`src/design/llpm_pkg.sv`:
```
// Package for the linked list pool manager.
// Holds the transaction payload structs, command and status codes and the sequencer states.
`timescale 1ns / 1ps
package llpm_pkg;

    localparam int MODE_W    = 3;
    localparam int VALUE_W   = 32;
    localparam int POS_W     = 5;
    localparam int STATUS_W  = 2;
    localparam int SLOT_W    = 4;
    localparam int REMOVED_W = 5;

    localparam logic [MODE_W-1:0] MODE_INS_HEAD  = 3'd0;
    localparam logic [MODE_W-1:0] MODE_INS_TAIL  = 3'd1;
    localparam logic [MODE_W-1:0] MODE_INS_POS   = 3'd2;
    localparam logic [MODE_W-1:0] MODE_DEL_HEAD  = 3'd3;
    localparam logic [MODE_W-1:0] MODE_DEL_TAIL  = 3'd4;
    localparam logic [MODE_W-1:0] MODE_DEL_POS   = 3'd5;
    localparam logic [MODE_W-1:0] MODE_DEL_FIRST = 3'd6;
    localparam logic [MODE_W-1:0] MODE_DEL_ALL   = 3'd7;

    localparam logic [STATUS_W-1:0] STAT_DONE    = 2'd0;
    localparam logic [STATUS_W-1:0] STAT_FULL    = 2'd1;
    localparam logic [STATUS_W-1:0] STAT_EMPTY   = 2'd2;
    localparam logic [STATUS_W-1:0] STAT_BAD_POS = 2'd3;

    typedef struct packed {
        logic [MODE_W-1:0]         mode;
        logic signed [VALUE_W-1:0] value;
        logic [POS_W-1:0]          position;
    } t_in;

    typedef struct packed {
        logic [STATUS_W-1:0]  status;
        logic [SLOT_W-1:0]    slot;
        logic [REMOVED_W-1:0] removed;
    } t_out;

    typedef enum logic [3:0] {
        ST_IDLE,
        ST_START,
        ST_FREE_RD,
        ST_FREE_CAP,
        ST_WALK_RD,
        ST_WALK_CAP,
        ST_INS_W1,
        ST_INS_W2,
        ST_NX_RD,
        ST_NX_CAP,
        ST_UNLINK,
        ST_RELEASE,
        ST_DONE
    } t_state;

endpackage

```
`src/design/linked_list_pool_manager.sv`:
```
// Top level of the linked list pool manager: command sequencer, list registers and stores.
// Depends on llpm_pkg, llpm_link and llpm_ram.
`timescale 1ns / 1ps
//
//  Channel | Direction | Handshake                 | Payload
//  --------+-----------+---------------------------+---------------------------------
//  in      | input     | i_in_valid / o_in_ready   | i_in_data  (mode, value, position)
//  out     | output    | o_out_valid / i_out_ready | o_out_data (status, slot, removed)
//
// One command is in flight at a time. A rejected positional command (full pool, empty
// list, bad position) goes from the start state straight to the done state. A walk reads
// and then captures each link in turn, since the link store has registered read data. A
// match delete reads each node in the same way and unlinks and releases each match.
// Reset is synchronous and active low; the pool is usable on the first cycle after it.
// A waiting result holds the next command in its final state until the output drains.
module linked_list_pool_manager #(
    parameter int DEPTH      = 16,
    parameter int DATA_WIDTH = 32
) (
    input  logic           i_clk,
    input  logic           i_rst_n,
    input  logic           i_in_valid,
    output logic           o_in_ready,
    input  llpm_pkg::t_in  i_in_data,
    output logic           o_out_valid,
    input  logic           i_out_ready,
    output llpm_pkg::t_out o_out_data
);

    localparam int IW = $clog2(DEPTH);
    localparam int PW = $clog2(DEPTH + 1);
    localparam int CW = PW + 6;
    localparam int VW = (DATA_WIDTH < llpm_pkg::VALUE_W) ? DATA_WIDTH : llpm_pkg::VALUE_W;
    localparam logic [PW-1:0] NULL_PTR = PW'(DEPTH);

    llpm_pkg::t_state r_state, n_state;

    // List bookkeeping.
    logic [PW-1:0] r_head, r_free, r_nfree, r_len;
    logic [PW-1:0] r_prev, r_cur, r_nx, r_slot;
    logic [CW-1:0] r_cnt;

    // Command and result registers.
    logic [llpm_pkg::MODE_W-1:0]    r_mode;
    logic [DATA_WIDTH-1:0]          r_val;
    logic [llpm_pkg::POS_W-1:0]     r_pos;
    logic [llpm_pkg::STATUS_W-1:0]  r_status;
    logic [PW-1:0]                  r_removed;
    logic                           r_ovalid;
    llpm_pkg::t_out                 r_out;

    // Store ports.
    logic                  w_lk_wr, w_lk_rd, w_val_wr;
    logic [IW-1:0]         w_lk_waddr, w_rd_addr;
    logic [PW-1:0]         w_lk_wdata, w_lk_q;
    logic [DATA_WIDTH-1:0] w_val_q;

    // Command decode.
    logic          w_is_ins, w_is_match, w_single_end, w_out_free, w_hit;
    logic [CW-1:0] w_p, w_len_c;

    assign w_is_ins   = (r_mode == llpm_pkg::MODE_INS_HEAD) || (r_mode == llpm_pkg::MODE_INS_TAIL)
                     || (r_mode == llpm_pkg::MODE_INS_POS);
    assign w_is_match = (r_mode == llpm_pkg::MODE_DEL_FIRST) || (r_mode == llpm_pkg::MODE_DEL_ALL);
    // A release ends the command unless it is a delete-all sweep.
    assign w_single_end = (r_mode != llpm_pkg::MODE_DEL_ALL);
    assign w_out_free = !r_ovalid || i_out_ready;
    assign w_hit      = (w_val_q == r_val);
    assign w_len_c    = CW'(r_len);

    // Target position of a command, one-based.
    always_comb begin
        case (r_mode) inside
            llpm_pkg::MODE_INS_HEAD, llpm_pkg::MODE_DEL_HEAD: w_p = CW'(1);
            llpm_pkg::MODE_INS_TAIL:                          w_p = w_len_c + CW'(1);
            llpm_pkg::MODE_DEL_TAIL:                          w_p = w_len_c;
            default:                                          w_p = CW'(r_pos);
        endcase
    end

    assign o_in_ready = (r_state == llpm_pkg::ST_IDLE);

    // Next state.
    always_comb begin
        n_state = r_state;
        unique case (r_state)
            llpm_pkg::ST_IDLE: begin
                if (i_in_valid) begin
                    n_state = llpm_pkg::ST_START;
                end
            end
            llpm_pkg::ST_START: begin
                if (w_is_ins) begin
                    if (r_free == NULL_PTR || w_p == '0 || w_p > w_len_c + CW'(1)) begin
                        n_state = llpm_pkg::ST_DONE;
                    end else begin
                        n_state = llpm_pkg::ST_FREE_RD;
                    end
                end else if (w_is_match) begin
                    n_state = llpm_pkg::ST_NX_RD;
                end else if (r_len == '0 || w_p == '0 || w_p > w_len_c) begin
                    n_state = llpm_pkg::ST_DONE;
                end else begin
                    n_state = llpm_pkg::ST_WALK_RD;
                end
            end
            llpm_pkg::ST_FREE_RD:  n_state = llpm_pkg::ST_FREE_CAP;
            llpm_pkg::ST_FREE_CAP: n_state = llpm_pkg::ST_WALK_RD;
            llpm_pkg::ST_WALK_RD: begin
                if (r_cnt != '0) begin
                    n_state = llpm_pkg::ST_WALK_CAP;
                end else if (w_is_ins) begin
                    n_state = llpm_pkg::ST_INS_W1;
                end else begin
                    n_state = llpm_pkg::ST_NX_RD;
                end
            end
            llpm_pkg::ST_WALK_CAP: n_state = llpm_pkg::ST_WALK_RD;
            llpm_pkg::ST_INS_W1:   n_state = llpm_pkg::ST_INS_W2;
            llpm_pkg::ST_INS_W2:   n_state = llpm_pkg::ST_DONE;
            llpm_pkg::ST_NX_RD: begin
                if (r_cur == NULL_PTR) begin
                    n_state = llpm_pkg::ST_DONE;
                end else begin
                    n_state = llpm_pkg::ST_NX_CAP;
                end
            end
            llpm_pkg::ST_NX_CAP: begin
                if (!w_is_match || w_hit) begin
                    n_state = llpm_pkg::ST_UNLINK;
                end else begin
                    n_state = llpm_pkg::ST_NX_RD;
                end
            end
            llpm_pkg::ST_UNLINK: n_state = llpm_pkg::ST_RELEASE;
            llpm_pkg::ST_RELEASE: begin
                if (w_single_end) begin
                    n_state = llpm_pkg::ST_DONE;
                end else begin
                    n_state = llpm_pkg::ST_NX_RD;
                end
            end
            llpm_pkg::ST_DONE: begin
                if (w_out_free) begin
                    n_state = llpm_pkg::ST_IDLE;
                end
            end
            default: n_state = llpm_pkg::ST_IDLE;
        endcase
    end

    // Store controls.
    always_comb begin
        w_lk_wr    = 1'b0;
        w_lk_waddr = r_cur[IW-1:0];
        w_lk_wdata = r_free;
        w_lk_rd    = 1'b0;
        w_rd_addr  = r_cur[IW-1:0];
        w_val_wr   = 1'b0;
        unique case (r_state)
            llpm_pkg::ST_FREE_RD: begin
                w_lk_rd   = 1'b1;
                w_rd_addr = r_free[IW-1:0];
            end
            llpm_pkg::ST_WALK_RD: w_lk_rd = (r_cnt != '0);
            llpm_pkg::ST_NX_RD:   w_lk_rd = (r_cur != NULL_PTR);
            llpm_pkg::ST_INS_W1: begin
                w_lk_wr    = 1'b1;
                w_lk_waddr = r_slot[IW-1:0];
                w_lk_wdata = r_cur;
                w_val_wr   = 1'b1;
            end
            llpm_pkg::ST_INS_W2: begin
                w_lk_wr    = (r_prev != NULL_PTR);
                w_lk_waddr = r_prev[IW-1:0];
                w_lk_wdata = r_slot;
            end
            llpm_pkg::ST_UNLINK: begin
                w_lk_wr    = (r_prev != NULL_PTR);
                w_lk_waddr = r_prev[IW-1:0];
                w_lk_wdata = r_nx;
            end
            llpm_pkg::ST_RELEASE: w_lk_wr = 1'b1;
            default: begin
            end
        endcase
    end

    llpm_link #(.DEPTH(DEPTH)) u_link (
        .i_clk     (i_clk),
        .i_rst_n   (i_rst_n),
        .i_wr_en   (w_lk_wr),
        .i_wr_addr (w_lk_waddr),
        .i_wr_data (w_lk_wdata),
        .i_rd_en   (w_lk_rd),
        .i_rd_addr (w_rd_addr),
        .o_rd_data (w_lk_q)
    );

    // Node values are read whenever the link store is read, also for the free slot an insert takes.
    llpm_ram #(.WIDTH(DATA_WIDTH), .DEPTH(DEPTH)) u_values (
        .i_clk     (i_clk),
        .i_wr_en   (w_val_wr),
        .i_wr_addr (r_slot[IW-1:0]),
        .i_wr_data (r_val),
        .i_rd_en   (w_lk_rd),
        .i_rd_addr (w_rd_addr),
        .o_rd_data (w_val_q)
    );

    // Control state.
    always_ff @(posedge i_clk) begin
        if (!i_rst_n) begin
            r_state  <= llpm_pkg::ST_IDLE;
            r_head   <= NULL_PTR;
            r_free   <= PW'(DEPTH - 1);
            r_len    <= '0;
            r_ovalid <= 1'b0;
        end else begin
            r_state <= n_state;
            // A result loads the output register when it is empty or draining.
            if (r_state == llpm_pkg::ST_DONE && w_out_free) begin
                r_ovalid <= 1'b1;
            end else if (i_out_ready) begin
                r_ovalid <= 1'b0;
            end
            unique case (r_state)
                llpm_pkg::ST_INS_W2: begin
                    if (r_prev == NULL_PTR) begin
                        r_head <= r_slot;
                    end
                    r_free <= r_nfree;
                    r_len  <= r_len + PW'(1);
                end
                llpm_pkg::ST_UNLINK: begin
                    if (r_prev == NULL_PTR) begin
                        r_head <= r_nx;
                    end
                end
                llpm_pkg::ST_RELEASE: begin
                    r_free <= r_cur;
                    r_len  <= r_len - PW'(1);
                end
                default: begin
                end
            endcase
        end
    end

    // Working registers of the command.
    always_ff @(posedge i_clk) begin
        unique case (r_state)
            llpm_pkg::ST_IDLE: begin
                r_mode <= i_in_data.mode;
                r_val  <= DATA_WIDTH'(i_in_data.value[VW-1:0]);
                r_pos  <= i_in_data.position;
            end
            llpm_pkg::ST_START: begin
                r_removed <= '0;
                r_slot    <= r_free;
                r_prev    <= NULL_PTR;
                r_cur     <= r_head;
                r_cnt     <= w_p - CW'(1);
                if (w_is_ins) begin
                    if (r_free == NULL_PTR) begin
                        r_status <= llpm_pkg::STAT_FULL;
                    end else if (w_p == '0 || w_p > w_len_c + CW'(1)) begin
                        r_status <= llpm_pkg::STAT_BAD_POS;
                    end else begin
                        r_status <= llpm_pkg::STAT_DONE;
                    end
                end else if (w_is_match || r_len == '0) begin
                    r_status <= llpm_pkg::STAT_EMPTY;
                end else if (w_p == '0 || w_p > w_len_c) begin
                    r_status <= llpm_pkg::STAT_BAD_POS;
                end else begin
                    r_status <= llpm_pkg::STAT_DONE;
                end
            end
            llpm_pkg::ST_FREE_CAP: r_nfree <= w_lk_q;
            llpm_pkg::ST_WALK_CAP: begin
                r_prev <= r_cur;
                r_cur  <= w_lk_q;
                r_cnt  <= r_cnt - CW'(1);
            end
            llpm_pkg::ST_NX_CAP: begin
                r_nx <= w_lk_q;
                if (w_is_match && !w_hit) begin
                    r_prev <= r_cur;
                    r_cur  <= w_lk_q;
                end
            end
            llpm_pkg::ST_RELEASE: begin
                r_removed <= r_removed + PW'(1);
                r_status  <= llpm_pkg::STAT_DONE;
                r_cur     <= r_nx;
                if (r_mode == llpm_pkg::MODE_DEL_ALL) begin
                    r_slot <= '0;
                end else begin
                    r_slot <= r_cur;
                end
            end
            llpm_pkg::ST_DONE: begin
                if (w_out_free) begin
                    r_out.status  <= r_status;
                    r_out.slot    <= (r_status == llpm_pkg::STAT_DONE)
                                   ? llpm_pkg::SLOT_W'(r_slot) : '0;
                    r_out.removed <= llpm_pkg::REMOVED_W'(r_removed);
                end
            end
            default: begin
            end
        endcase
    end

    assign o_out_valid = r_ovalid;
    assign o_out_data  = r_out;

`ifndef SYNTH
    // The list never holds more nodes than the pool has slots.
    a_len_bound: assert property (@(posedge i_clk) disable iff (!i_rst_n)
        r_len <= PW'(DEPTH))
        else $error("list length exceeds pool depth");

    // The free chain is empty exactly when the list fills the pool.
    a_free_full: assert property (@(posedge i_clk) disable iff (!i_rst_n)
        (r_free == NULL_PTR) == (r_len == PW'(DEPTH)))
        else $error("free chain and list length disagree");

    // Nodes are only reported as removed on a successful command.
    a_removed_ok: assert property (@(posedge i_clk) disable iff (!i_rst_n)
        (o_out_valid && o_out_data.removed != '0) |-> (o_out_data.status == llpm_pkg::STAT_DONE))
        else $error("removed count on a failed command");
`endif

endmodule

```
`src/design/llpm_ram.sv`:
```
// Generic single write port, single read port RAM with registered read data.
// No dependencies.
`timescale 1ns / 1ps
module llpm_ram #(
    parameter int WIDTH = 8,
    parameter int DEPTH = 16
) (
    input  logic                     i_clk,
    input  logic                     i_wr_en,
    input  logic [$clog2(DEPTH)-1:0] i_wr_addr,
    input  logic [WIDTH-1:0]         i_wr_data,
    input  logic                     i_rd_en,
    input  logic [$clog2(DEPTH)-1:0] i_rd_addr,
    output logic [WIDTH-1:0]         o_rd_data
);

    logic [WIDTH-1:0] r_mem [DEPTH];
    logic [WIDTH-1:0] r_q;

    always_ff @(posedge i_clk) begin
        if (i_wr_en) begin
            r_mem[i_wr_addr] <= i_wr_data;
        end
        if (i_rd_en) begin
            r_q <= r_mem[i_rd_addr];
        end
    end

    assign o_rd_data = r_q;

endmodule

```
`src/design/llpm_link.sv`:
```
// Link store: next pointers of all pool slots, with per-slot valid bits that supply
// the reset chain (slot i links to i-1, slot 0 to null). Uses llpm_ram.
`timescale 1ns / 1ps
module llpm_link #(
    parameter int DEPTH = 16
) (
    input  logic                       i_clk,
    input  logic                       i_rst_n,
    input  logic                       i_wr_en,
    input  logic [$clog2(DEPTH)-1:0]   i_wr_addr,
    input  logic [$clog2(DEPTH+1)-1:0] i_wr_data,
    input  logic                       i_rd_en,
    input  logic [$clog2(DEPTH)-1:0]   i_rd_addr,
    output logic [$clog2(DEPTH+1)-1:0] o_rd_data
);

    localparam int IW = $clog2(DEPTH);
    localparam int PW = $clog2(DEPTH + 1);
    localparam logic [PW-1:0] NULL_PTR = PW'(DEPTH);

    logic [DEPTH-1:0] r_vld;
    logic             r_rvld;
    logic [IW-1:0]    r_raddr;
    logic [PW-1:0]    w_q;

    llpm_ram #(.WIDTH(PW), .DEPTH(DEPTH)) u_ram (
        .i_clk     (i_clk),
        .i_wr_en   (i_wr_en),
        .i_wr_addr (i_wr_addr),
        .i_wr_data (i_wr_data),
        .i_rd_en   (i_rd_en),
        .i_rd_addr (i_rd_addr),
        .o_rd_data (w_q)
    );

    always_ff @(posedge i_clk) begin
        if (!i_rst_n) begin
            r_vld <= '0;
        end else if (i_wr_en) begin
            r_vld[i_wr_addr] <= 1'b1;
        end
    end

    always_ff @(posedge i_clk) begin
        if (i_rd_en) begin
            r_raddr <= i_rd_addr;
            r_rvld  <= r_vld[i_rd_addr];
        end
    end

    // Slots never written still carry the chain built at reset.
    assign o_rd_data = r_rvld ? w_q
                     : (r_raddr == '0) ? NULL_PTR : PW'(r_raddr) - PW'(1);

endmodule

```
`config.mk`:
```
export PLATFORM = sky130hd
export DESIGN_NAME = linked_list_pool_manager
export DESIGN_NICKNAME = d
export VERILOG_FILES = /design/src/design/llpm_pkg.sv /design/src/design/linked_list_pool_manager.sv /design/src/design/llpm_ram.sv /design/src/design/llpm_link.sv
export SDC_FILE = /design/constraint.sdc
export NUM_CORES = 1
export LEC_CHECK = 0
export ABC_CLOCK_PERIOD_IN_PS = 11200
export BUFFER_PORTS_ARGS = -buffer_cell sky130_fd_sc_hd__buf_4
export CAP_MARGIN = 20
export CORE_ASPECT_RATIO = 0.5
export CORE_UTILIZATION = 53
export DETAILED_ROUTE_END_ITERATION = 16
export GPL_TIMING_DRIVEN = 0
export PLACE_DENSITY = 0.69
export SYNTH_ARGS = -nofsm -noshare
export SYNTH_HDL_FRONTEND = slang
export SYNTH_HIERARCHICAL = 1
export SYNTH_SLANG_ARGS = --single-unit
```
`constraint.sdc`:
```
create_clock -name i_clk -period 11.2 [get_ports i_clk]
set_input_delay 1.68 -clock i_clk [delete_from_list [all_inputs] [get_ports i_clk]]
set_output_delay 1.68 -clock i_clk [all_outputs]
set_load 0.05 [all_outputs]
```
---- Yosys cells after proc, flatten, opt, wreduce, memory -nomap -nowiden ----
Memories as Yosys holds them, arrays and structs flattened. A register that Yosys moved wholly into a read port is not among the register bits.
Cells that the tools add are included.
word-level totals
  output and inout bits ................... 13
  logic and storage cells ................. 160
  input bits .............................. 44
  memories kept ........................... 2
  register bits ........................... 135
  bits in writable memories ............... 592
memory list
  memory              words  bits a word  read ports  clocked after memory_dff  wr ports  line            text
  u_values.r_mem      16     32           1           1                         1         llpm_ram.sv:17  logic [WIDTH-1:0] r_mem [DEPTH];
  u_link.u_ram.r_mem  16     5            1           1                         1         llpm_ram.sv:17
cells by class
  $add $sub $neg .......................... 7
  muxes and demuxes ....................... 52
  reduce and logical (&&, ||, !) cells .... 41
  $lt $le $gt $ge ......................... 5
  bitwise gates (word level) .............. 1
  equal/unequal tests ..................... 30
operators with widths
  cell                   count
  $pmux 5 s2             5
  $pmux 4 s12            1
  $mux 5                 8
  $mux 4                 9
  $eq 32x32->1           1
  $pmux 5 s3             2
  $pmux 11 s2            1
  $sub 11x1->11 const B  2
  $eq 4x4->1 const B     5
  $pmux 5 s4             1
  $eq 4x3->1 const B     4
  $or 16x16->16          1
  $eq 5x5->1 const B     3
  $logic_or 1x1->1       12
  $mux 2                 6
  $gt 11x5->1            1
  $gt 11x6->1            1
  $logic_not 11->1       1
  $mux 11                1
  $reduce_bool 11->1     1
  $add 5x1->5 const B    2
  $lt 4x5->1 const B     2
  $ne 2x2->1 const B     5
  $ne 5x5->1 const B     2
  other kinds (31)       59

---- Longest topological paths before layout ----
  depth in word-level cells ............... 11
  depth in mapped cells ................... 13
  mapped depth without buffers ............ 13

---- Cells and area by module ----
Netlist, hierarchy kept.
by module, submodules not included
  module                    area an instance (µm²)  cells each  sequential area each (µm²)  times used
  llpm_ram at u_values      20,155.6                838         16,335.7                    1
  linked_list_pool_manager  5,921.9                 523         3,223.1                     1
  llpm_ram at u_link.u_ram  3,263.1                 155         2,552.4                     1
  llpm_link                 962.2                   89          470.5                       1

---- Least setup slack after synthesis ----
Ideal clock, no wire load.
  path kind ............................... register to output
  start point ............................. register r_state[2]
  end point ............................... output o_in_ready
  data required time ...................... 9.520 ns
  setup slack ............................. 3.561 ns
  buffers on the path ..................... 2
  cell stages (with the launch flop) ...... 4
  arrival ................................. 5.959 ns
  cells stage by stage .................... dfxtp_1 clkbuf_1 clkbuf_1 nor4_1
between the ends
  cells in the longest elaborated chain, start to end .. 1
RTL lines
  item                      line                             text
  start: declaration        linked_list_pool_manager.sv:36   llpm_pkg::t_state r_state, n_state;
  start signal: assignment  linked_list_pool_manager.sv:214  r_state <= llpm_pkg::ST_IDLE;
  start signal: assignment  linked_list_pool_manager.sv:220  r_state <= n_state;
  $logic_not 4->1           linked_list_pool_manager.sv:81   assign o_in_ready = (r_state == llpm_pkg::ST_IDLE);
  end: declaration          linked_list_pool_manager.sv:23   output logic o_in_ready,
No other way between the ends.

---- Final worst setup path ----
  start point ............................. register r_state[2]
  end point ............................... register u_values.r_q[19], in the netlist u_values/o_rd_data[19], read port of u_values.r_mem (data pin)
between the ends
  cells in the longest elaborated chain, start to end .. 2
  elaborated cells between the ends (all ways) .. 5
  classes of those cells .................. eq/ne: 3; mux: 2
RTL lines
  item              line                             text
  $eq 4x2->1        linked_list_pool_manager.sv:160  unique case (r_state)
  $mux 4            linked_list_pool_manager.sv:160
  via w_rd_addr[1]  linked_list_pool_manager.sv:54   logic [IW-1:0] w_lk_waddr, w_rd_addr;
  end: declaration  llpm_ram.sv:18                   logic [WIDTH-1:0] r_q;
The timed path passes the listed nets, and every way through them passes these cells.
A chain may end at the register's enable or synchronous reset.

==> impl_metrics.csv <==
group,metric,value,unit
cts,insertion_delay,0.60,ns
outcome,status,"finished, final reports clean",
global_route,grt_pass1_vias,16000,
worst_setup_path,cp.buffers_inverters,4,
placement,portBuffers,56,
worst_setup_path,rrSetupSlack,7.20,ns
pwr,power_per_cell_area,241,nW/µm²
pwr,p_sw,2.53,mW
global_route,grt-busiest-layer,"met2",
global_route,grt_pass1_wl,98.7,mm
worst_setup_path,setup.worst_path.start_class,"flip-flop",
cts,cts-buffers-inserted,66,
floorplan,die_x,340,µm
route,route.detailed.drc,0,
final_layout,fin_nets,1827,
placement,place.gp.congestion,0.872,
yosys,synth_area,30300,µm²
yosys,syn_nets,1669,
yosys,yosysMostFrequentCell,"edfxtp_1",
yosys,synth_cells,1605,
min_path,hold_depth,0,
worst_setup_path,max_stage_delay,0.66,ns
cts,hold_buffers,0,
yosys,synth-edff-count,728,
cts,clk_pin_slew,0.06,ns
yosys,synthArstFlopShare,0,
final_layout,diodes,0,
cts,cts_max_level,3,
timing,setup_viol,0,
floorplan,num_rows,61,
global_route,grt.total_usage,0.231,
global_route,antenna_found_initial,0,
min_path,hold_start,"r_status[1]",
timing,grt_setup_unrepaired,"false",
cts,cts_tree,"yes",
worst_setup_path,crit_path_end_kind,"flip-flop",
worst_setup_path,worstRegToRegCells,9,
final_layout,syn_to_final_growth,13.3,%
placement,dp_hpwl,42.8,mm
route,avgViaCountPerCell,6.18,
route,initialDrtViolationCount,1708,
floorplan,io_pins,57,
placement,placed_cells,2451,
yosys,synth_top_area_cell,"edfxtp_1",
worst_setup_path,crit_type,"flip-flop to flip-flop",
yosys,ys_ff_latch,764,
route,wl_per_cell,25.9,µm
route,dr.pass1.iters,6,
global_route,grt_use_met1,0.332,
cts,cts-root-buf,"clkbuf_16",
worst_setup_path,cp_top_family,"buffers and inverters",
worst_setup_path,crit_required,11.52,ns
cts,post-cts-setup-buffers,0,
worst_setup_path,critPathArrivalTime,4.32,ns
worst_setup_path,cp_common_cell,"clkbuf_1",
worst_setup_path,rr_endpoint,"u_values/o_rd_data[19]",
yosys,yosys-top-cells-area,"edfxtp_1 72%, mux4_2 11%, dfxtp_1 2.4%",
pwr,p_sw_frac,0.305,
yosys,synth_top_area_frac,0.721,
timing,max_freq,250,MHz
yosys,synth_seq_area_share,0.745,
pwr,peakVddDrop,0.000158,V
pwr,pwr-share-clk,0.265,
timing,final_max_slew_viol_count,0,
global_route,grt_use_met2,0.378,
yosys,synthFlopType,"edfxtp_1",
floorplan,die_h,171,µm
route,vias,15900,
pwr,power_frac_seq,0.498,
final_layout,instances_no_fill,2570,
timing,timing.final.crit_share,0.357,
global_route,met3_usage,0.0357,
timing,slew-limit-headroom,0.316,
worst_setup_path,regToRegStartpoint,"r_state[2]",
yosys,ys_top_cells_by_count,"728 x edfxtp_1, 148 x mux4_2, 109 x nand2_1",
cts,clk_path_buf_depth,3,
route,drtAntennaViolNets,0,
timing,hold_viol_final,0,
pwr,share_comb_of_total_power,0.237,
global_route,grt.overflow.total,0,
cts,cts_resized,0,
final_layout,drive_gt1_frac,0.213,
min_path,min_to,"o_out_data[10]",
route,routed_wl,66.5,mm
worst_setup_path,crit_chain,"clkbuf_1, clkbuf_1, nor3_1, mux2_2, buf_2, buf_1, mux4_2, a22oi_1, nand2_1",
yosys,yosys_warnings,6,
min_path,hp-class,"flip-flop to flip-flop",
yosys,avgSynthCellArea,18.9,µm²
timing,skew,0.0297,ns
pwr,power_leakage,11.2,nW
floorplan,initial_core_util,0.541,
yosys,synth_cell_types,72,
timing,fin_crit,4.00,ns
job,cap_violations,0,
timing,tightestPinTransition,1.02,ns
floorplan,core_area,56000,µm²
global_route,grt_max_degree,24,
cts,clkSinkCount,764,
worst_setup_path,cp_max_fo,10,
timing,finalSetupTns,0,ns
worst_setup_path,cp_slowest_cell,"buf_1",
floorplan,die-area,58200,µm²
pwr,intPower,5.76,mW
stage by stage:
step	util	setup WS, ns	power [mW]	hold slack, ns	cell area, µm²
after detailed placement	0.576	7.16	6.15	0.436	32300
after CTS	0.613	7.19	8.34	0.454	34300
after floorplan	-	3.56	5.41	0.427	30300
final	0.613	7.20	8.29	0.454	34300
after global routing	0.613	7.01	8.63	0.466	34300
after global placement	0.565	-0.393	6.05	0.435	31700
worst max-delay path by stage:
| stage | startpoint | to | slack (ns) | cells after the start |
|---|---|---|---|---|
| after floorplan | r_state[2] | o_in_ready | 3.56 | 3 |
| after global routing | r_state[2] | u_link/u_ram/r_mem[0][4] | 7.01 | 10 |
| after detailed placement | r_state[2] | u_values/o_rd_data[19] | 7.16 | 9 |
| after CTS | r_state[2] | u_values/o_rd_data[19] | 7.19 | 9 |
| final | r_state[2] | u_values/o_rd_data[19] | 7.20 | 9 |
| after global placement | r_state[2] | o_in_ready | -0.39 | 4 |
state kept, by name, indices dropped and copies added (netlist names), 11 cells and up:
register            flops
u_values/r_mem        512
u_link/u_ram/r_mem     80
r_val                  32
u_values/o_rd_data     32
u_link/r_vld           16
o_out_data             11
r_cnt                  11
logic make-up (layout without fill, tap and decap cells):
logic type / after synthesis / after routing / share of synthesized area
buffers and inverters: 82 / 291 / 0.0125
adders and majority gates: 20 / 20 / 0.00851
xor gates and xnor gates: 48 / 48 / 0.0139
AOI/OAI and AO/OA: 201 / 201 / 0.0492
muxes: 174 / 174 / 0.121
DFF: 764 / 764 / 0.745
and+or+nand+nor: 316 / 316 / 0.0496
per-layer routing:
metal	wire, µm	vias up
met3	4810	88
met2	32100	631
met1	28500	8329
met4	1170	0
met5	0	-
li1	-	6839
worst reg2reg max path, stage by stage (launching register included):
cell	delay (ns)
dfxtp_1	0.29
clkbuf_1	0.22
clkbuf_1	0.29
nor3_1	0.55
mux2_2	0.48
buf_2	0.46
buf_1	0.66
mux4_2	0.44
a22oi_1	0.22
nand2_1	0.10
layout make-up:
class,instances,area (µm²)
plain buffers,69,329
fillers,3920,21700
well taps,756,946
multi-input cells,759,7470
clock buffers,92,1830
repair buffers,90,906
inverters,13,48.8
clock inverters,27,213
flip-flops and latches,764,22600
layout by cell type, fill, tap and decap left out, drive strengths merged, types with 24 or more instances in the layout:
| cell type | instances |
|---|---|
| a22oi | 84 |
| buf | 124 |
| clkbuf | 127 |
| dfxtp | 36 |
| edfxtp | 728 |
| mux4 | 152 |
| nand2 | 109 |
| nand3 | 30 |
| nor2 | 71 |
| nor3 | 24 |
| o21ai | 25 |
| xor2 | 39 |
power groups by stage:
stage	sequential, mW	combinational [mW]	clock (mW)
4_1_cts	4.13	1.97	2.23
3_5_place_dp	4.19	1.96	0
3_3_place_gp	4.18	1.87	0
6_report	4.13	1.97	2.19
5_1_grt	4.18	2.12	2.33
2_1_floorplan	4.07	1.34	0
Power figures use the tool's default switching activity.
